File: config.mk
export PLATFORM = sky130hd
export DESIGN_NAME = slew_rate_limiter_core
export DESIGN_NICKNAME = d
export VERILOG_FILES = /design/src/hw/rtl/srl_pkg.sv /design/src/hw/rtl/srl_step.sv /design/src/hw/rtl/slew_rate_limiter_core.sv
export SDC_FILE = /design/constraint.sdc
export NUM_CORES = 1
export LEC_CHECK = 0
export BUFFER_PORTS_ARGS = -buffer_cell sky130_fd_sc_hd__clkbuf_2
export CORE_ASPECT_RATIO = 0.75
export CORE_MARGIN = 4
export CORE_UTILIZATION = 60
export CTS_CLUSTER_DIAMETER = 100
export DETAILED_ROUTE_END_ITERATION = 10
export PLACE_DENSITY_LB_ADDON = 0.1
export SLEW_MARGIN = 5
export SYNTH_ARGS = -nofsm -noshare
export SYNTH_HDL_FRONTEND = slang
export SYNTH_SLANG_ARGS = --single-unit
File: constraint.sdc
create_clock -name clk -period 16.4 [get_ports clk]
set_input_delay 0.82 -clock clk [delete_from_list [all_inputs] [get_ports clk]]
set_output_delay 0.82 -clock clk [all_outputs]
set_load 0.01 [all_outputs]
File: src/hw/rtl/srl_pkg.sv
// Shared types and constants for the slew rate limiter core.
// Holds the value widths, the register index codes and the configuration struct.
// No dependencies.
package srl_pkg;

	localparam int VALUE_WIDTH = 16;
	localparam int STEP_WIDTH  = VALUE_WIDTH - 1;
	localparam int EXT_WIDTH   = VALUE_WIDTH + 2;
	localparam int ADDR_WIDTH  = 5;
	localparam int DATA_WIDTH  = 32;

	typedef enum logic [2:0] {
		REG_RISE_STEP       = 3'd0,
		REG_FALL_STEP       = 3'd1,
		REG_FALL_ENABLE     = 3'd2,
		REG_REVERSIBLE_MODE = 3'd3,
		REG_LIMIT_ENABLE    = 3'd4,
		REG_LIMIT_VALUE     = 3'd5
	} reg_idx_t;

	typedef struct packed {
		logic [STEP_WIDTH-1:0]         rise_step;
		logic [STEP_WIDTH-1:0]         fall_step;
		logic                          fall_enable;
		logic                          reversible_mode;
		logic                          limit_enable;
		logic signed [VALUE_WIDTH-1:0] limit_value;
	} cfg_t;

endpackage

File: src/hw/rtl/srl_step.sv
// Next-output logic of the slew rate limiter: one step or preload per request.
// Depends on srl_pkg for widths and the configuration struct.
module srl_step
	import srl_pkg::*;
(
	input  cfg_t                          cfg,
	input  logic                          op,
	input  logic signed [VALUE_WIDTH-1:0] cur,
	input  logic signed [VALUE_WIDTH-1:0] tgt,
	output logic signed [VALUE_WIDTH-1:0] nxt
);

	logic signed [EXT_WIDTH-1:0] cur_e, tgt_e, r_e, f_e, up_e, dn_e;
	logic signed [EXT_WIDTH-1:0] hi_e, lo_e, app_e, hi_r, lo_r, ro_e, lim_e, res_e;
	logic                        tgt_pos, tgt_neg;

	always_comb begin
		cur_e   = EXT_WIDTH'(cur);
		tgt_e   = EXT_WIDTH'(tgt);
		lim_e   = EXT_WIDTH'(cfg.limit_value);
		r_e     = $signed({{(EXT_WIDTH-STEP_WIDTH){1'b0}}, cfg.rise_step});
		f_e     = $signed({{(EXT_WIDTH-STEP_WIDTH){1'b0}}, cfg.fall_step});
		tgt_neg = tgt[VALUE_WIDTH-1];
		tgt_pos = !tgt[VALUE_WIDTH-1] && (tgt != '0);

		if (!cfg.reversible_mode || tgt_pos) begin
			up_e = r_e;
			dn_e = f_e;
		end else if (tgt_neg) begin
			up_e = f_e;
			dn_e = r_e;
		end else begin
			up_e = f_e;
			dn_e = f_e;
		end

		hi_e = cur_e + up_e;
		lo_e = cur_e - dn_e;
		if (tgt_e > hi_e) begin
			app_e = hi_e;
		end else if (tgt_e < lo_e) begin
			app_e = lo_e;
		end else begin
			app_e = tgt_e;
		end
		if (cfg.limit_enable) begin
			if (!lim_e[EXT_WIDTH-1] && (lim_e != '0) && (app_e > lim_e)) begin
				app_e = lim_e;
			end
			if (lim_e[EXT_WIDTH-1] && (app_e < lim_e)) begin
				app_e = lim_e;
			end
		end

		hi_r = cur_e + r_e;
		lo_r = cur_e - r_e;
		if (tgt_pos) begin
			ro_e = (tgt_e > hi_r) ? hi_r : tgt_e;
		end else if (tgt_neg) begin
			ro_e = (tgt_e < lo_r) ? lo_r : tgt_e;
		end else begin
			ro_e = cur_e;
		end

		if (op) begin
			res_e = tgt_e;
		end else if (cfg.fall_enable) begin
			res_e = app_e;
		end else begin
			res_e = ro_e;
		end
		nxt = res_e[VALUE_WIDTH-1:0];
	end

endmodule

File: src/hw/rtl/slew_rate_limiter_core.sv
// Channel   Handshake               Payload
// request   req_valid / req_ready   op, value
// result    drive_valid / drive_ready  drive_out
// config    APB write/read          paddr, pwdata, prdata
//
// One request per cycle while drive_ready keeps up: a request enters an input register
// and its result is computed into the output register, which is also the state.
// drive_valid rises as the output register takes the result. While a result waits,
// the input register takes one more request, and then req_ready stays low.
// Reset clears the output, the configuration registers and all valid flags to zero.
// Top level of the slew rate limiter; depends on srl_pkg and srl_step.
module slew_rate_limiter_core
	import srl_pkg::*;
(
	input  logic                          clk,
	input  logic                          arst_n,
	input  logic                          psel,
	input  logic                          penable,
	input  logic                          pwrite,
	input  logic [ADDR_WIDTH-1:0]         paddr,
	input  logic [DATA_WIDTH-1:0]         pwdata,
	output logic [DATA_WIDTH-1:0]         prdata,
	output logic                          pready,
	input  logic                          req_valid,
	output logic                          req_ready,
	input  logic                          op,
	input  logic signed [VALUE_WIDTH-1:0] value,
	output logic                          drive_valid,
	input  logic                          drive_ready,
	output logic signed [VALUE_WIDTH-1:0] drive_out
);

	cfg_t                          cfg_q;
	reg_idx_t                      reg_idx;
	logic                          cfg_wr;
	logic                          valid_s1, op_s1;
	logic signed [VALUE_WIDTH-1:0] value_s1;
	logic                          drive_valid_q;
	logic signed [VALUE_WIDTH-1:0] drive_q, next_drive;
	logic                          advance;

	assign pready  = 1'b1;
	assign reg_idx = reg_idx_t'(paddr[ADDR_WIDTH-1:2]);
	assign cfg_wr  = psel && penable && pwrite && pready;

	always_ff @(posedge clk or negedge arst_n) begin
		if (!arst_n) begin
			cfg_q <= '0;
		end else if (cfg_wr) begin
			case (reg_idx)
				REG_RISE_STEP:       cfg_q.rise_step <= pwdata[STEP_WIDTH-1:0];
				REG_FALL_STEP:       cfg_q.fall_step <= pwdata[STEP_WIDTH-1:0];
				REG_FALL_ENABLE:     cfg_q.fall_enable <= pwdata[0];
				REG_REVERSIBLE_MODE: cfg_q.reversible_mode <= pwdata[0];
				REG_LIMIT_ENABLE:    cfg_q.limit_enable <= pwdata[0];
				REG_LIMIT_VALUE:     cfg_q.limit_value <= pwdata[VALUE_WIDTH-1:0];
				default: ;
			endcase
		end
	end

	always_comb begin
		case (reg_idx)
			REG_RISE_STEP:       prdata = DATA_WIDTH'(cfg_q.rise_step);
			REG_FALL_STEP:       prdata = DATA_WIDTH'(cfg_q.fall_step);
			REG_FALL_ENABLE:     prdata = DATA_WIDTH'(cfg_q.fall_enable);
			REG_REVERSIBLE_MODE: prdata = DATA_WIDTH'(cfg_q.reversible_mode);
			REG_LIMIT_ENABLE:    prdata = DATA_WIDTH'(cfg_q.limit_enable);
			REG_LIMIT_VALUE:     prdata = DATA_WIDTH'(cfg_q.limit_value);
			default:             prdata = '0;
		endcase
	end

	assign advance   = valid_s1 && (!drive_valid_q || drive_ready);
	assign req_ready = !valid_s1 || advance;

	always_ff @(posedge clk or negedge arst_n) begin
		if (!arst_n) begin
			valid_s1 <= 1'b0;
		end else if (req_ready) begin
			valid_s1 <= req_valid;
		end
	end

	always_ff @(posedge clk) begin
		if (req_ready && req_valid) begin
			op_s1    <= op;
			value_s1 <= value;
		end
	end

	srl_step u_step (
		.cfg (cfg_q),
		.op  (op_s1),
		.cur (drive_q),
		.tgt (value_s1),
		.nxt (next_drive)
	);

	always_ff @(posedge clk or negedge arst_n) begin
		if (!arst_n) begin
			drive_valid_q <= 1'b0;
			drive_q       <= '0;
		end else begin
			if (advance) begin
				drive_valid_q <= 1'b1;
				drive_q       <= next_drive;
			end else if (drive_ready) begin
				drive_valid_q <= 1'b0;
			end
		end
	end

	assign drive_valid = drive_valid_q;
	assign drive_out   = drive_q;

`ifndef SYNTHESIS
	a_preload: assert property (@(posedge clk) disable iff (!arst_n)
		advance && op_s1 |=> drive_q == $past(value_s1))
		else $error("preload did not take the request value");

	a_rise_only_hold: assert property (@(posedge clk) disable iff (!arst_n)
		advance && !op_s1 && !cfg_q.fall_enable && (value_s1 == '0)
		|=> drive_q == $past(drive_q))
		else $error("rise-only mode moved the output on a zero target");

	a_clamp_high: assert property (@(posedge clk) disable iff (!arst_n)
		advance && !op_s1 && cfg_q.fall_enable && cfg_q.limit_enable
		&& (cfg_q.limit_value > 0) |=> drive_q <= $past(cfg_q.limit_value))
		else $error("output passed the upper clamp");

	a_result_source: assert property (@(posedge clk) disable iff (!arst_n)
		$rose(drive_valid_q) |-> $past(valid_s1))
		else $error("result appeared without a request in the input register");
`endif

endmodule

==> impl_metrics.py <==
metrics = {
    "critical_path": {
        "critPathMaxStageDelay_ns": 0.84,
        "cp.arrival_ns": 12.95,
        "crit_type": "reg2reg",
        "critPathMostFrequentCell": "ha_1",
        "worstPathRequired_ns": 16.67,
        "worst-path-max-fanout": 27,
        "setup.worst_path.start_class": "flip-flop",
        "crit_path_top_delay_cell": "o21ai_2",
        "critical_path.endpoint_type": "flip-flop",
    },
    "timing": {
        "time_the_worst_path_needs_with_i_o_delays_and_setup_ns": 12.68,
        "slew-limit-headroom_pct": 30.9,
        "setup-violations-final": 0,
        "tightestPinTransition_ns": 1.04,
        "final_min_period_over_clock_period_pct": 77.3,
        "achievable_clock_frequency_mhz": 78.9,
        "slew_violations": 0,
        "grt_setup_unrepaired": "no",
        "finalWorstSetupSlack_ns": 3.72,
        "finalHoldViolations": 0,
        "timing.clock.skew_ns": 0.0116,
        "setup_total_negative_slack_ns": 0,
    },
    "global_route": {
        "global_route_usage_over_all_layers_pct": 32.7,
        "grt_overflow": 0,
        "global_route_wire_length_before_repair_um": 50100,
        "grt_antenna_before_repair": 0,
        "grt_start_max_net_pins": 68,
        "number_of_global_route_vias_before_repair": 8808,
    },
    "clocking": {
        "clk_path_buf_depth": 2,
        "number_of_cells_upsized_or_downsized_after_cts": 0,
        "number_of_hold_repair_buffers_added_at_the_cts_stage": 0,
        "cts_setup_buffers": 0,
        "clock_network_latency_to_the_later_pin_of_the_worst_skew_pair_ns": 0.36,
        "numClockSinks": 84,
        "cts.reportedPaths.clkPinSlew_ns": 0.08,
        "cts_buffers": 9,
        "clock_tree.htree_level_count": 3,
        "tritoncts": "built",
        "cts_root_buffer": "clkbuf_16",
    },
    "routing": {
        "dr.first_iter.drc_count": 1035,
        "detailedRoute.firstPassIterationCount": 7,
        "vias_per_cell": 6.45,
        "avgRoutedWirePerCell_um": 21.2,
        "vias": 9780,
        "post_route_wl_um": 32100,
        "final_antenna_net_count": 0,
        "post-route-drc-count": 0,
    },
    "placement": {
        "dp.cells": 1500,
        "portBuffers": 92,
        "place_worst_setup_slack_ns": 4.16,
        "dpl_cell_area_mm2": 0.0109,
        "place.gp.congestion": 0.966,
        "dpl.hpwl_um": 25800,
    },
    "yosys": {
        "synth_area_per_cell_um2": 8.32,
        "synth_area_leader_cell": "ha_1",
        "yosys.cell_types.count": 81,
        "synth_enable_flop_cells": 17,
        "area_of_the_mapped_netlist_mm2": 0.0104,
        "yosys_warning_count": 0,
        "synth_largest_type_area_fraction_pct": 19.5,
        "proportion_of_synthesized_chip_area_in_sequential_cells_pct": 21.1,
        "netlist_instances": 1247,
        "dominantRegCellSynth": "dfrtp_1",
        "async_reset_ff_share_pct": 79.8,
        "yosys_register_bits": 84,
        "syn_nets": 1474,
        "synth.top_cells.by_area": "ha_1 (20%), dfrtp_1 (16%), mux2_2 (5.4%)",
    },
    "die": {
        "die-area_mm2": 0.0195,
        "top_level_ports": 112,
        "core.rowCount": 41,
        "die-width_um": 160,
        "initial_utilization_pct": 61.5,
        "die_h_um": 122,
        "core_area_mm2": 0.0169,
    },
    "cells_and_area": {
        "post-route-util_pct": 66.2,
        "n_fill_cell": 1486,
        "nNetsFinal": 1523,
        "area_growth_pct": 7.76,
        "final_cell_area_mm2": 0.0112,
        "mostFrequentLayoutCell": "ha_1",
        "n_antenna_cell": 0,
        "stdcell_count": 1516,
        "layout.cells.most_common_list": "ha_1 (162), nor2_1 (117), nand2_1 (95)",
        "layout-drive-gt1-share_pct": 14.1,
    },
    "pwr": {
        "ir_drop_v": 0.000107,
        "leakagePower_nw": 5.27,
        "power.density_mw_per_mm2": 229,
    },
    "status": {
        "result_of_the_run": "completed",
    },
    "worst_hold_path": {
        "worst_hold_path_type": "reg2reg",
    },
    "flow_run": {
        "max-cap-violations": 0,
    },
}
==> cell usage after synthesis (4+ instances only) <==
cell,count
mux2_2,50
or3_1,13
xor2_1,24
o41ai_1,4
mux2i_1,32
and2_1,9
xnor2_1,28
nand4_1,22
inv_1,75
o21ai_1,40
o211ai_1,13
a2bb2oi_1,5
ha_1,162
o221ai_1,11
and3_1,6
o211a_1,7
nor3b_1,4
fa_1,4
nor4_1,11
nor2b_1,11
nand2_1,95
a31oi_1,11
a211oi_1,20
a2111oi_0,5
nand3_1,19
o21ai_0,55
a221oi_1,6
o31ai_1,10
a21oi_1,93
o311a_1,4
edfxtp_1,17
buf_4,18
clkbuf_1,36
a21o_1,17
nor3_1,22
nor2_1,117
o21a_1,13
dfrtp_1,67
nand2b_1,23
==> sequential cells by signal (all words and copies together), names as in the netlist <==
name,flops
value_s1,16
op_s1,1
drive_out,16
valid_s1,1
drive_valid,1
cfg_q,49
==> through the flow <==
step                      power, W  hold slack, ns
after CTS                  0.00251           0.543
final                      0.00256           0.538
after global routing       0.00280           0.563
after global placement     0.00225           0.517
after floorplan            0.00177           0.480
after detailed placement   0.00228           0.535
==> kinds of logic after synthesis <==
group,after synthesis,share of synthesized area (%)
xor+xnor,52,4.39
mux,85,8.84
fa+ha+maj,166,20.3
flops,84,21.1
other cells,1,0.0362
simple gates,362,16.4
buf+inv,139,5.73
compound gates,358,23.2
==> metal layers <==
layer / share of wire [%] / vias up / track usage (%)
met4: 2.0 / 0 / 8.11
met1: 48 / 4577 / 50.2
met2: 41 / 476 / 47.9
li1: - / 4686 / -
met5: 0 / - / 0
met3: 8.6 / 41 / 5.28
==> final timing paths <==
path                       slack [ns]  cells past startpoint                    from                        end
setup reg to reg                 3.72                     41  value_s1[14]$_DFFE_PP_   drive_out[0]$_DFFE_PN0P_
min in group asynchronous        0.60                      1                  arst_n  drive_out[13]$_DFFE_PN0P_
setup / recovery                 3.72                     41  value_s1[14]$_DFFE_PP_   drive_out[0]$_DFFE_PN0P_
max in group asynchronous       15.19                      1                  arst_n       cfg_q[0]$_DFFE_PN0P_
hold reg to reg                  0.54                      1    valid_s1$_DFFE_PN0N_    drive_valid$_DFFE_PN0P_
hold / removal                   0.54                      1    valid_s1$_DFFE_PN0N_    drive_valid$_DFFE_PN0P_
==> power breakdown <==
| group | switching [W] | leakage, nW | total [W] | internal, W |
|---|---|---|---|---|
| clock network | 0.000103 | 0.151 | 0.000219 | 0.000116 |
| registers | 0.000105 | 0.975 | 0.000366 | 0.000261 |
| logic | 0.00120 | 4.14 | 0.00197 | 0.000777 |
| total | 0.00141 | 5.27 | 0.00256 | 0.00115 |
==> area by class of cell <==
type | count | area (um2) | share of cell area (%)
multi-input cells | 1024 | 7600 | 68.0
repair buffers | 99 | 515 | 4.61
clock buffers | 10 | 250 | 2.24
clock inverters | 6 | 58.8 | 0.526
well taps | 215 | 269 | 2.41
flip-flops and latches | 84 | 2190 | 19.6
inverters | 78 | 293 | 2.62
==> worst max-delay path, delay by kind of cell (launching register included) <==
family / cells / cell delay, ns
flops: 1 / 0.66
mux: 2 / 0.85
fa+ha+maj: 5 / 1.43
buf+inv: 2 / 0.38
compound gates: 23 / 6.36
simple gates: 9 / 2.87
No activity file was read; power rests on OpenSTA's default activity.
